<file path="config.mk">
export PLATFORM = sky130hd
export DESIGN_NAME = serial_motor_command_decoder
export DESIGN_NICKNAME = d
export VERILOG_FILES = /design/src/smcd_pkg.sv /design/src/smcd_front.sv /design/src/smcd_queue.sv /design/src/smcd_back.sv /design/src/serial_motor_command_decoder.sv
export SDC_FILE = /design/constraint.sdc
export NUM_CORES = 1
export LEC_CHECK = 0
export ABC_AREA = 1
export BUFFER_PORTS_ARGS = -buffer_cell sky130_fd_sc_hd__buf_2
export CAP_MARGIN = 20
export CORE_MARGIN = 10
export CORE_UTILIZATION = 54
export DETAILED_ROUTE_END_ITERATION = 10
export PLACE_DENSITY = 0.76
export SYNTH_ARGS = -nofsm -noshare
export SYNTH_HDL_FRONTEND = slang
export SYNTH_SLANG_ARGS = --single-unit
</file>
<file path="constraint.sdc">
create_clock -name aclk -period 3.7 [get_ports aclk]
set_input_delay 0.555 -clock aclk [delete_from_list [all_inputs] [get_ports aclk]]
set_output_delay 0.555 -clock aclk [all_outputs]
set_load 0.005 [all_outputs]
</file>
<file path="src/smcd_pkg.sv">
// Shared types and constants for the serial motor command decoder.
// No dependencies; every other file refers to this package by scoped names.
`timescale 1ns / 1ps

package smcd_pkg;

    // Longest line, terminator excluded, is LINE_CAPACITY - 1 bytes.
    localparam int LINE_CAPACITY = 32;
    localparam int LEN_W         = $clog2(LINE_CAPACITY);

    // Depth of the command queue between the parser and the executor.
    localparam int QUEUE_DEPTH = 2;
    localparam int QPTR_W      = (QUEUE_DEPTH > 1) ? $clog2(QUEUE_DEPTH) : 1;
    localparam int QCNT_W      = $clog2(QUEUE_DEPTH + 1);

    // Characters of interest.
    localparam logic [7:0] CH_NUL   = 8'd0;
    localparam logic [7:0] CH_TAB   = 8'd9;
    localparam logic [7:0] CH_LF    = 8'd10;
    localparam logic [7:0] CH_VT    = 8'd11;
    localparam logic [7:0] CH_FF    = 8'd12;
    localparam logic [7:0] CH_CR    = 8'd13;
    localparam logic [7:0] CH_SPACE = 8'd32;
    localparam logic [7:0] CH_PLUS  = 8'd43;
    localparam logic [7:0] CH_MINUS = 8'd45;
    localparam logic [7:0] CH_ZERO  = 8'd48;
    localparam logic [7:0] CH_NINE  = 8'd57;
    localparam logic [7:0] CH_COLON = 8'd58;
    localparam logic [7:0] CH_A     = 8'd65;
    localparam logic [7:0] CH_D     = 8'd68;
    localparam logic [7:0] CH_E     = 8'd69;
    localparam logic [7:0] CH_M     = 8'd77;
    localparam logic [7:0] CH_P     = 8'd80;
    localparam logic [7:0] CH_R     = 8'd82;
    localparam logic [7:0] CH_W     = 8'd87;

    localparam logic [7:0] DUTY_LIMIT_RESET = 8'd255;

    // Drive pin patterns: bit0 pin A, bit1 pin B.
    localparam logic [1:0] PINS_STOP = 2'd0;
    localparam logic [1:0] PINS_REV  = 2'd1;
    localparam logic [1:0] PINS_FWD  = 2'd2;

    typedef enum logic [1:0] {
        KIND_DUTY    = 2'd0,
        KIND_READ    = 2'd1,
        KIND_UNKNOWN = 2'd2
    } reply_kind_t;

    // One classified command line.
    typedef struct packed {
        reply_kind_t        kind;
        logic signed [15:0] request;
        logic signed [15:0] encoder;
    } cmd_t;

    typedef struct packed {
        logic push;
        cmd_t cmd;
    } q_wr_t;

    typedef struct packed {
        logic valid;
        cmd_t cmd;
    } q_rd_t;

endpackage

</file>
<file path="src/smcd_front.sv">
// Line parser: matches received bytes incrementally and classifies each line.
// Depends on smcd_pkg.
`timescale 1ns / 1ps

module smcd_front (
    input  logic                 aclk,
    input  logic                 aresetn,
    input  logic                 byte_accept,
    input  logic [7:0]           rx_byte,
    input  logic signed [15:0]   encoder_now,
    output smcd_pkg::q_wr_t      q_wr
);

    typedef enum logic [3:0] {
        PH_START, PH_P, PH_PW, PH_PWM, PH_NUMBER,
        PH_R, PH_RE, PH_REA, PH_READ_DONE, PH_OTHER
    } match_phase_t;

    typedef enum logic [1:0] {
        NUM_SKIP, NUM_SIGN, NUM_DIGITS, NUM_DONE
    } number_phase_t;

    logic [smcd_pkg::LEN_W-1:0] len_reg, len_next;
    match_phase_t               phase_reg, phase_next;
    number_phase_t              num_reg, num_next;
    logic [15:0]                accum_reg, accum_next;
    logic                       neg_reg, neg_next;
    logic                       ended_reg, ended_next;

    logic                       is_digit;
    logic [15:0]                digit_val;
    logic [15:0]                raw;
    logic                       clear_line;

    assign is_digit  = (rx_byte >= smcd_pkg::CH_ZERO) && (rx_byte <= smcd_pkg::CH_NINE);
    assign digit_val = {8'd0, rx_byte - smcd_pkg::CH_ZERO};
    assign raw       = neg_reg ? (16'd0 - accum_reg) : accum_reg;

    always_comb begin
        len_next    = len_reg;
        phase_next  = phase_reg;
        num_next    = num_reg;
        accum_next  = accum_reg;
        neg_next    = neg_reg;
        ended_next  = ended_reg;
        clear_line  = 1'b0;
        q_wr.push   = 1'b0;
        q_wr.cmd.kind    = smcd_pkg::KIND_UNKNOWN;
        q_wr.cmd.request = '0;
        q_wr.cmd.encoder = '0;

        if (byte_accept) begin
            if (rx_byte != smcd_pkg::CH_LF && rx_byte != smcd_pkg::CH_CR) begin
                if (len_reg < smcd_pkg::LEN_W'(smcd_pkg::LINE_CAPACITY - 1)) begin
                    len_next = len_reg + 1'b1;
                    if (!ended_reg) begin
                        if (rx_byte == smcd_pkg::CH_NUL) begin
                            ended_next = 1'b1;
                        end else begin
                            case (phase_reg)
                                PH_START: begin
                                    if (rx_byte == smcd_pkg::CH_P)      phase_next = PH_P;
                                    else if (rx_byte == smcd_pkg::CH_R) phase_next = PH_R;
                                    else                                phase_next = PH_OTHER;
                                end
                                PH_P:   phase_next = (rx_byte == smcd_pkg::CH_W) ? PH_PW : PH_OTHER;
                                PH_PW:  phase_next = (rx_byte == smcd_pkg::CH_M) ? PH_PWM : PH_OTHER;
                                PH_PWM: begin
                                    phase_next = (rx_byte == smcd_pkg::CH_COLON) ? PH_NUMBER
                                                                                 : PH_OTHER;
                                end
                                PH_R:   phase_next = (rx_byte == smcd_pkg::CH_E) ? PH_RE : PH_OTHER;
                                PH_RE:  phase_next = (rx_byte == smcd_pkg::CH_A) ? PH_REA : PH_OTHER;
                                PH_REA: begin
                                    phase_next = (rx_byte == smcd_pkg::CH_D) ? PH_READ_DONE
                                                                             : PH_OTHER;
                                end
                                PH_NUMBER: begin
                                    case (num_reg)
                                        NUM_SKIP: begin
                                            if (rx_byte inside {smcd_pkg::CH_SPACE,
                                                                smcd_pkg::CH_TAB,
                                                                smcd_pkg::CH_VT,
                                                                smcd_pkg::CH_FF}) begin
                                                num_next = NUM_SKIP;
                                            end else if (rx_byte == smcd_pkg::CH_PLUS) begin
                                                num_next = NUM_SIGN;
                                            end else if (rx_byte == smcd_pkg::CH_MINUS) begin
                                                neg_next = 1'b1;
                                                num_next = NUM_SIGN;
                                            end else if (is_digit) begin
                                                accum_next = digit_val;
                                                num_next   = NUM_DIGITS;
                                            end else begin
                                                num_next = NUM_DONE;
                                            end
                                        end
                                        NUM_SIGN, NUM_DIGITS: begin
                                            if (is_digit) begin
                                                // times ten as two shifts, wraps at 16 bits
                                                accum_next = (accum_reg << 3) + (accum_reg << 1)
                                                           + digit_val;
                                                num_next   = NUM_DIGITS;
                                            end else begin
                                                num_next = NUM_DONE;
                                            end
                                        end
                                        default: num_next = num_reg;
                                    endcase
                                end
                                default: phase_next = PH_OTHER;
                            endcase
                        end
                    end
                end else begin
                    // overlong line: drop it and start over
                    clear_line = 1'b1;
                end
            end else begin
                if (len_reg != '0) begin
                    q_wr.push = 1'b1;
                    case (phase_reg)
                        PH_NUMBER: begin
                            q_wr.cmd.kind    = smcd_pkg::KIND_DUTY;
                            q_wr.cmd.request = raw;
                            q_wr.cmd.encoder = encoder_now;
                        end
                        PH_READ_DONE: begin
                            q_wr.cmd.kind    = smcd_pkg::KIND_READ;
                            q_wr.cmd.encoder = encoder_now;
                        end
                        default: q_wr.cmd.kind = smcd_pkg::KIND_UNKNOWN;
                    endcase
                end
                clear_line = 1'b1;
            end
        end

        if (clear_line) begin
            len_next   = '0;
            phase_next = PH_START;
            num_next   = NUM_SKIP;
            accum_next = '0;
            neg_next   = 1'b0;
            ended_next = 1'b0;
        end
    end

    always_ff @(posedge aclk) begin
        if (!aresetn) begin
            len_reg   <= '0;
            phase_reg <= PH_START;
            num_reg   <= NUM_SKIP;
            accum_reg <= '0;
            neg_reg   <= 1'b0;
            ended_reg <= 1'b0;
        end else begin
            len_reg   <= len_next;
            phase_reg <= phase_next;
            num_reg   <= num_next;
            accum_reg <= accum_next;
            neg_reg   <= neg_next;
            ended_reg <= ended_next;
        end
    end

endmodule

</file>
<file path="src/smcd_queue.sv">
// Small command queue decoupling the line parser from the executor.
// Depends on smcd_pkg.
`timescale 1ns / 1ps

module smcd_queue (
    input  logic             aclk,
    input  logic             aresetn,
    input  smcd_pkg::q_wr_t  q_wr,
    input  logic             pop,
    output smcd_pkg::q_rd_t  q_rd,
    output logic             full
);

    smcd_pkg::cmd_t                 mem [smcd_pkg::QUEUE_DEPTH];
    logic [smcd_pkg::QPTR_W-1:0]    wr_ptr_reg, rd_ptr_reg;
    logic [smcd_pkg::QCNT_W-1:0]    count_reg;
    logic                           do_pop;

    assign full       = (count_reg == smcd_pkg::QCNT_W'(smcd_pkg::QUEUE_DEPTH));
    assign q_rd.valid = (count_reg != '0);
    assign q_rd.cmd   = mem[rd_ptr_reg];
    assign do_pop     = pop && q_rd.valid;

    always_ff @(posedge aclk) begin
        if (q_wr.push) begin
            mem[wr_ptr_reg] <= q_wr.cmd;
        end
    end

    always_ff @(posedge aclk) begin
        if (!aresetn) begin
            wr_ptr_reg <= '0;
            rd_ptr_reg <= '0;
            count_reg  <= '0;
        end else begin
            if (q_wr.push) begin
                wr_ptr_reg <= (wr_ptr_reg == smcd_pkg::QPTR_W'(smcd_pkg::QUEUE_DEPTH - 1))
                              ? '0 : wr_ptr_reg + 1'b1;
            end
            if (do_pop) begin
                rd_ptr_reg <= (rd_ptr_reg == smcd_pkg::QPTR_W'(smcd_pkg::QUEUE_DEPTH - 1))
                              ? '0 : rd_ptr_reg + 1'b1;
            end
            if (q_wr.push && !do_pop) begin
                count_reg <= count_reg + 1'b1;
            end else if (!q_wr.push && do_pop) begin
                count_reg <= count_reg - 1'b1;
            end
        end
    end

`ifndef SYNTHESIS
    a_count_bound: assert property (@(posedge aclk) disable iff (!aresetn)
        count_reg <= smcd_pkg::QCNT_W'(smcd_pkg::QUEUE_DEPTH))
        else $error("queue count exceeds depth");

    a_no_overflow: assert property (@(posedge aclk) disable iff (!aresetn)
        full && !do_pop |-> !q_wr.push)
        else $error("push into a full queue");

    a_count_grows: assert property (@(posedge aclk) disable iff (!aresetn)
        q_wr.push && !do_pop |=> count_reg == $past(count_reg) + 1'b1)
        else $error("queue count did not advance on push");
`endif

endmodule

</file>
<file path="src/smcd_back.sv">
// Command executor: clamps duty requests, updates motor state, holds the reply.
// Depends on smcd_pkg.
`timescale 1ns / 1ps

module smcd_back (
    input  logic                aclk,
    input  logic                aresetn,
    input  smcd_pkg::q_rd_t     q_rd,
    output logic                pop,
    input  logic                cfg_write,
    input  logic [7:0]          cfg_limit,
    output logic                out_valid,
    input  logic                out_ready,
    output smcd_pkg::reply_kind_t out_kind,
    output logic signed [15:0]  out_request,
    output logic signed [15:0]  out_encoder,
    output logic [7:0]          duty,
    output logic                reverse,
    output logic [1:0]          pins
);

    logic [7:0]                 limit_reg;
    logic                       valid_reg;
    smcd_pkg::reply_kind_t      kind_reg;
    logic signed [15:0]         request_reg;
    logic signed [15:0]         encoder_reg;
    logic [7:0]                 duty_reg, duty_next;
    logic                       dir_reg, dir_next;
    logic [1:0]                 pins_reg, pins_next;

    logic signed [16:0]         req_s, lim_s, nlim_s, clamp_s, mag_s;

    // Take a command whenever the reply slot is empty or being drained.
    assign pop = q_rd.valid && (!valid_reg || out_ready);

    always_comb begin
        req_s  = {q_rd.cmd.request[15], q_rd.cmd.request};
        lim_s  = {9'd0, limit_reg};
        nlim_s = -lim_s;
        if (req_s > lim_s)       clamp_s = lim_s;
        else if (req_s < nlim_s) clamp_s = nlim_s;
        else                     clamp_s = req_s;
        mag_s  = clamp_s[16] ? -clamp_s : clamp_s;

        duty_next = duty_reg;
        dir_next  = dir_reg;
        pins_next = pins_reg;
        if (pop && q_rd.cmd.kind == smcd_pkg::KIND_DUTY) begin
            duty_next = mag_s[7:0];
            if (clamp_s > 17'sd0) begin
                dir_next  = 1'b0;
                pins_next = smcd_pkg::PINS_FWD;
            end else if (clamp_s < 17'sd0) begin
                dir_next  = 1'b1;
                pins_next = smcd_pkg::PINS_REV;
            end else begin
                pins_next = smcd_pkg::PINS_STOP;
            end
        end
    end

    always_ff @(posedge aclk) begin
        if (!aresetn) begin
            limit_reg <= smcd_pkg::DUTY_LIMIT_RESET;
            valid_reg <= 1'b0;
            duty_reg  <= '0;
            dir_reg   <= 1'b0;
            pins_reg  <= smcd_pkg::PINS_STOP;
        end else begin
            if (cfg_write) begin
                limit_reg <= cfg_limit;
            end
            if (pop) begin
                valid_reg <= 1'b1;
            end else if (out_ready) begin
                valid_reg <= 1'b0;
            end
            duty_reg <= duty_next;
            dir_reg  <= dir_next;
            pins_reg <= pins_next;
        end
    end

    always_ff @(posedge aclk) begin
        if (pop) begin
            kind_reg    <= q_rd.cmd.kind;
            request_reg <= q_rd.cmd.request;
            encoder_reg <= q_rd.cmd.encoder;
        end
    end

    assign out_valid   = valid_reg;
    assign out_kind    = kind_reg;
    assign out_request = request_reg;
    assign out_encoder = encoder_reg;
    assign duty        = duty_reg;
    assign reverse     = dir_reg;
    assign pins        = pins_reg;

`ifndef SYNTHESIS
    a_stop_iff_zero: assert property (@(posedge aclk) disable iff (!aresetn)
        (pins_reg == smcd_pkg::PINS_STOP) == (duty_reg == 8'd0))
        else $error("drive pins disagree with duty");

    a_pins_legal: assert property (@(posedge aclk) disable iff (!aresetn)
        pins_reg != 2'd3)
        else $error("both drive pins high");

    a_state_quiet: assert property (@(posedge aclk) disable iff (!aresetn)
        !pop |=> $stable(duty_reg) && $stable(dir_reg) && $stable(pins_reg))
        else $error("motor state changed without a command");
`endif

endmodule

</file>
<file path="src/serial_motor_command_decoder.sv">
// Top level of the serial motor command decoder.
// Depends on smcd_pkg, smcd_front, smcd_queue and smcd_back.
// A line-ending byte is queued, then taken into the reply register behind m_tvalid once free.
// Throughput: one byte per cycle while the queue is not full; the parser updates its match state once per byte.
// Reset: aresetn is synchronous and active low; it clears the line state, the motor
// state (duty 0, forward, pins low), the queue and sets duty_limit to 255.
`timescale 1ns / 1ps

module serial_motor_command_decoder (
    input  logic        aclk,
    input  logic        aresetn,

    // Byte stream in.
    input  logic        s_tvalid,
    output logic        s_tready,
    input  logic [23:0] s_tdata,   // [7:0] rx_byte, [23:8] encoder_now

    // Duty limit register write.
    input  logic        cfg_valid,
    output logic        cfg_ready,
    input  logic [7:0]  cfg_data,  // duty_limit

    // Reply stream out.
    output logic        m_tvalid,
    input  logic        m_tready,
    output logic [47:0] m_tdata,   // [15:0] echoed_request, [31:16] encoder_reported,
                                   // [39:32] duty_out, [40] reverse_dir, [42:41] drive_pins,
                                   // [47:43] zero
    output logic [1:0]  m_tuser    // [1:0] reply_kind
);

    smcd_pkg::q_wr_t        q_wr;
    smcd_pkg::q_rd_t        q_rd;
    logic                   q_full;
    logic                   pop;
    logic                   byte_accept;

    smcd_pkg::reply_kind_t  out_kind;
    logic signed [15:0]     out_request;
    logic signed [15:0]     out_encoder;
    logic [7:0]             duty;
    logic                   reverse;
    logic [1:0]             pins;

    // Hold off bytes only while the queue is full; a line end may push.
    assign s_tready    = !q_full;
    assign byte_accept = s_tvalid && s_tready;

    // The limit register takes a write in any cycle.
    assign cfg_ready = 1'b1;

    smcd_front u_front (
        .aclk        (aclk),
        .aresetn     (aresetn),
        .byte_accept (byte_accept),
        .rx_byte     (s_tdata[7:0]),
        .encoder_now (s_tdata[23:8]),
        .q_wr        (q_wr)
    );

    smcd_queue u_queue (
        .aclk    (aclk),
        .aresetn (aresetn),
        .q_wr    (q_wr),
        .pop     (pop),
        .q_rd    (q_rd),
        .full    (q_full)
    );

    smcd_back u_back (
        .aclk        (aclk),
        .aresetn     (aresetn),
        .q_rd        (q_rd),
        .pop         (pop),
        .cfg_write   (cfg_valid && cfg_ready),
        .cfg_limit   (cfg_data),
        .out_valid   (m_tvalid),
        .out_ready   (m_tready),
        .out_kind    (out_kind),
        .out_request (out_request),
        .out_encoder (out_encoder),
        .duty        (duty),
        .reverse     (reverse),
        .pins        (pins)
    );

    // Pack the reply; pad to whole bytes with zeros.
    assign m_tdata = {5'd0, pins, reverse, duty, out_encoder, out_request};
    assign m_tuser = out_kind;

endmodule
</file>
* Yosys cells after proc, flatten, opt, wreduce, memory -nomap -nowiden
Memories as Yosys holds them, arrays and structs flattened. A register that Yosys moved wholly into a read port is not among the register bits.
Index checks and enable logic that the tools add are counted.
W data, S select, Z words.
** Operators by class
- $add $sub $neg :: 11
- Order comparisons :: 7
- Eq/ne operators :: 32
- Muxes and demuxes :: 49
- Bitwise gates (word level) :: 6
- Reduce and logical (&&, ||, !) cells :: 33
** Operators by type and width (number)
- $mux W16 :: 8
- $mux W35 :: 3
- $eq A8 B7 Y1 const B :: 7
- $mux W17 :: 2
- $eq A8 B6 Y1 const B :: 4
- $pmux W16 S2 :: 1
- $pmux W4 S8 :: 1
- $mux W4 :: 7
- $eq A8 B4 Y1 const B :: 3
- $mux W1 :: 18
- $gt A17 B1 Y1 const B :: 1
- $lt A16 B17 Y1 :: 1
- $lt A17 B1 Y1 const B :: 1
- $neg A8 Y17 :: 1
- $add A16 B16 Y16 :: 1
- $add A16 B8 Y16 :: 1
- $eq A4 B3 Y1 const B :: 4
- $gt A16 B9 Y1 :: 1
- $ne A8 B4 Y1 const B :: 2
- $sub A1 B16 Y16 const A :: 1
- $mux W2 :: 6
- $reduce_and A12 Y1 :: 1
- $reduce_and A10 Y1 :: 1
- $reduce_bool A2 Y1 :: 5
- other kinds (32) :: 57
** Storage, ports and cells
- Bits in registers :: 87
- Memory bits (writable) :: 68
- Output and inout port bits :: 53
- Logic and storage cells :: 156
- Memories :: 1
** Memories
- u_queue.mem :: depth 2, width 34, read ports 1, clocked after memory_dff 1, write ports 1, RTL line smcd_queue.sv:14 : smcd_pkg::cmd_t mem [smcd_pkg::QUEUE_DEPTH];

* Longest topological paths before layout
- Word-level depth :: 10
- Mapped depth :: 29
- Depth with buffers taken out :: 29

* By module
Synthesis repeated with hierarchy kept, for this count alone.
** Second synthesis, totals
- Cells, all modules :: 1093
- Area, all modules :: 9593.0 um2
** Modules (own cells, without submodules)
- smcd_front :: instances 1, cells an instance 592, area an instance 3683.5 um2, sequential area each 580.6 um2
- smcd_back :: instances 1, cells an instance 347, area an instance 2991.6 um2, sequential area each 1421.4 um2
- smcd_queue :: instances 1, cells an instance 142, area an instance 2844.0 um2, sequential area each 2142.1 um2
- serial_motor_command_decoder :: instances 1, cells an instance 12, area an instance 73.8 um2, sequential area each 0.0 um2

* Worst setup path after synthesis
OpenSTA, ideal clock, no wires.
- Kind :: input to register
- Start point :: in m_tready
- End point :: reg u_back.duty_reg[3] (netlist: u_back.duty[3])
- Library setup time :: 0.113 ns
- Data arrival time :: 3.747 ns
- Data required time :: 3.587 ns
- Path slack :: -0.160 ns
- Stages on the path :: 8
- Buffers on the path :: 1
- Cells stage by stage :: nor2_1 > a21oi_1 > inv_1 > nor3_1 > clkbuf_1 > o21ai_0 > o21ai_1 > inv_1
** On the way
- Cells in the longest elaborated chain, start to end :: 3
** RTL lines
- from (decl) :: RTL line serial_motor_command_decoder.sv:25 : input logic m_tready,
- $logic_or A1 B1 Y1 :: RTL line smcd_back.sv:34 : assign pop = q_rd.valid && (!valid_reg || out_ready);
- $logic_and A1 B1 Y1 :: RTL line smcd_back.sv:34
- net pop :: RTL line serial_motor_command_decoder.sv:35 : logic pop;
- $logic_and A1 B1 Y1 :: RTL line smcd_back.sv:48 : if (pop && q_rd.cmd.kind == smcd_pkg::KIND_DUTY) begin
- to (signal assigned) :: RTL line smcd_back.sv:78 : duty_reg <= duty_next;
- to (decl) :: RTL line smcd_back.sv:27 : logic [7:0] duty_reg, duty_next;
The timed path passes the listed nets, and every way through them passes these cells.
A chain may end at the register's enable or synchronous reset.

* Worst setup path after layout
- Start point :: reg u_back.limit_reg[0]
- End point :: reg u_back.duty_reg[6] (netlist: u_back.duty[6])
** On the way
- Cells in the longest elaborated chain, start to end :: 6
- Elaborated cells on any way between the ends :: 7
- Those cells by class :: add/sub: 2; order compare: 2; mux: 3
** RTL lines
- from (decl) :: RTL line smcd_back.sv:22 : logic [7:0] limit_reg;
- from (signal assigned) :: RTL line smcd_back.sv:64 : limit_reg <= smcd_pkg::DUTY_LIMIT_RESET;
- from (signal assigned) :: RTL line smcd_back.sv:71 : limit_reg <= cfg_limit;
- $neg A8 Y17 :: RTL line smcd_back.sv:39 : nlim_s = -lim_s;
- $lt A16 B17 Y1 :: RTL line smcd_back.sv:41 : else if (req_s < nlim_s) clamp_s = nlim_s;
- $mux W17 :: RTL line smcd_back.sv:41
- $mux W17 * :: RTL line smcd_back.sv:40 : if (req_s > lim_s) clamp_s = lim_s;
- $neg A8 Y8 :: RTL line smcd_back.sv:43 : mag_s = clamp_s[16] ? -clamp_s : clamp_s;
- $mux W8 * :: RTL line smcd_back.sv:43
Every way passes the cells marked *; elsewhere a longest branch is shown, timed or not.

==> impl_metrics.toml <==
[synth]
synthTopCellsByArea = "edfxtp_1 35%, dfxtp_1 12%, nand2_1 8.2%, ha_1 7.9%, inv_1 6.1%"
ys.flop_type = "edfxtp_1"
yosysTopAreaCellShare_pct = 34.5
synth_common_cells = "195 x nand2_1, 145 x inv_1, 109 x nor2_1, 102 x edfxtp_1, 77 x a21oi_1"
synth_edf_count = 102
synth_area_um2 = 8870
ys_warn_count = 0
ys_seq_elements = 156
synthArstFlopShare_pct = 0
syn_inst = 1039
syn_avg_cell_area_um2 = 8.54
ys_seq_area_share_pct = 46.7
ys_types = 55
yosysTopAreaCell = "edfxtp_1"
post-synth-top-count-cell = "nand2_1"

[detailed_routing]
drtIter0Drc = 525
drt-total-wl_um = 20000
viasPerCell = 5.24
wl_met1_um = 9190
top_layer = "met4"
route.detailed.drc = 0
drtAntennaViolNets = 0
dr_wl_met2_um = 9650
dr_wl_met3_um = 870
dr_total_vias = 7152
wl_per_cell_um = 14.7
drt_first_pass_iters = 5

[layout]
regMostFlops = "u_queue.mem"
fin_nets = 1236
largest_reg_flops = 68
syn_to_final_growth_pct = 14.5
nFillCells = 1362
seq_area_um2 = 4150
final_cell_count_no_fill = 1364
insertedDiodeCount = 0
multiInputGateArea_um2 = 4050
drive_gt1_share_pct = 16.5

[worst_setup_path]
start_kind = "register"
ff2ff_path_depth = 24
cp.arrival_ps = 3690
cp.required_ps = 4020
reg2reg_to = "u_back.duty[6]$_SDFFE_PN0P_"
crit_top_cell = "nor2_1"
slowest_delay_ps = 320
path_cells = "inv_2, ha_1, inv_1, nor2_1, inv_2, nor3_1, buf_4, ha_1, a21oi_1, o21ai_0, nand4_1, o211ai_1, nor2_4, nand3_4, nand2_4, nand3_2, nand2_2, nand3_2, nor2_2, nand2_1, nand3_1, nand2_1, nor2_1, nor2_1"
timing.rr.start = "u_back.limit_reg[0]$_SDFFE_PN1P_"
reg2reg_slack_ps = 330
slowest_stage = "dfxtp_1"
worstSetupStartpoint = "u_back.limit_reg[0]$_SDFFE_PN1P_"
critPathMaxFanout = 7
endpoint = "u_back.duty[6]$_SDFFE_PN0P_"
path_class = "reg2reg"
crit_path_end_kind = "register"

[floorplan]
row_count = 46
die_y_um = 148
die_w_um = 148
die-area_um2 = 22000
core_um2 = 16000
initial_core_util_pct = 55.5
pin_count = 90

[global_route]
grt_pass1_vias = 6629
grt_usage_pct = 18.1
overflow = 0
grt_pass1_wl_um = 32500
antenna_found_initial = 0
grt_max_degree = 39

[clock_network]
cts_tree = "done"
max-clock-path-buffers = 2
root_buffer = "clkbuf_16"
h-tree-depth = 4
holdBufCountCts = 0
cts.sinks = 156
cts.clk_slew.worst_paths_ps = 60
cts_buffers = 17
clkLatencyLatePin_ps = 430

[sta]
timing.setup.tns_ps = 0
period_needed_ps = 3370
slew_headroom_pct = 60.4
fin_ws_ps = 335
hold_ws_ps = 352
rsz0062_at_grt = "false"
maxSlewViolCount = 0
setup_viol = 0
hold_violations = 0
worst_pin_slew_ps = 588
min_period_over_period_pct = 91.0
max_freq_mhz = 297
skew_ps = 6.42

[power]
leakage_nw = 4.53
vdd_drop_max_mv = 0.385
p_per_area_nw_per_um2 = 549
p_total_mw = 5.58

[status]
status = "finished, final reports clean"

[job]
maxCapViolations = 0

[placed_design]
gp_congestion = 0.931
dp_slack_ps = 285
dp_cells = 1332
port_buffers = 83
dpl.hpwl_um = 15000

[hold_path]
min_path_type = "in2reg"
worst min path at each step:
stage	slack (ps)	end	cells past startpoint	from
after floorplan	430	register	1	u_queue.rd_ptr_reg$_SDFFE_PN0P_
after global placement	440	u_queue.rd_ptr_reg$_SDFFE_PN0P_	1	u_queue.rd_ptr_reg$_SDFFE_PN0P_
after detailed placement	440	u_queue.rd_ptr_reg$_SDFFE_PN0P_	1	u_queue.rd_ptr_reg$_SDFFE_PN0P_
after CTS	340	u_back.limit_reg[7]$_SDFFE_PN1P_	3	cfg_data[7]
after global routing	350	u_back.limit_reg[3]$_SDFFE_PN1P_	3	cfg_data[3]
final	350	u_back.limit_reg[7]$_SDFFE_PN1P_	3	cfg_data[7]
power breakdown:
group | switching (mW) | internal, mW | leakage [nW]
Combinational | 1.04 | 0.591 | 2.89
Sequential | 0.0876 | 2.20 | 1.37
Clock | 0.676 | 0.979 | 0.267
logic make-up (layout without fill, tap and decap cells):
family / after synthesis / count (layout) / share of synthesized area (%)
and+or+nand+nor: 430 / 430 / 21.9
AOI/OAI and AO/OA: 189 / 189 / 12.0
buffers and inverters: 181 / 286 / 8.14
DFF: 156 / 156 / 46.7
adders and majority gates: 62 / 62 / 9.25
xor gates and xnor gates: 15 / 15 / 1.48
muxes: 4 / 4 / 0.451
other: 2 / 6 / 0.0846
layer usage:
metal	vias to the layer above	GRT usage, %
li1	3655	-
met4	0	6.99
met5	-	0
met3	26	3.70
met2	168	29.9
met1	3303	22.9
per-stage QoR:
step           instance area [um^2]  util, %
5_1_grt                       10200     63.5
3_5_place_dp                   9580     59.9
3_3_place_gp                   9580     59.9
4_1_cts                       10100     63.3
6_report                      10200     63.5
2_1_floorplan                  8890        -
worst max-delay path: cells and delay by family (launching register included):
| family | cells | cell delay (ps) |
|---|---|---|
| buf+inv | 4 | 420 |
| fa+ha+maj | 2 | 430 |
| simple gates | 15 | 1700 |
| flops | 1 | 320 |
| compound gates | 3 | 370 |
timing repair:
item / in CTS / in global routing
setup endpoints to repair: 0 / 6
resized for setup: 0 / 5
setup buffers: 0 / 2
cell usage in the layout (no fill, tap or decap), drive strengths merged, types with 3 or more instances in the layout:
master and count:
xor2 14, o21a 7, edfxtp 102, buf 103, nor4 6, a21oi 78
a21boi 3, nor3 25, ha 56, a22oi 3, a211oi 6, o31ai 3
clkbuf 18, conb 6, nor2 120, fa 6, dfxtp 54, inv 154
o21ai 71, or2 10, o211ai 4, nand3b 4, nand4 12, clkinv 7
nand3 44, mux2i 4, nand2 208
cell type report:
class | instances | share of cell area [%]
clock buffers | 18 | 4.22
flip-flops and latches | 156 | 40.8
repair buffers | 103 | 5.57
inverters | 153 | 5.65
multi-input cells | 706 | 39.9
well taps | 216 | 2.66
clock inverters | 12 | 1.22
No activity file was read; power rests on OpenSTA's default activity.
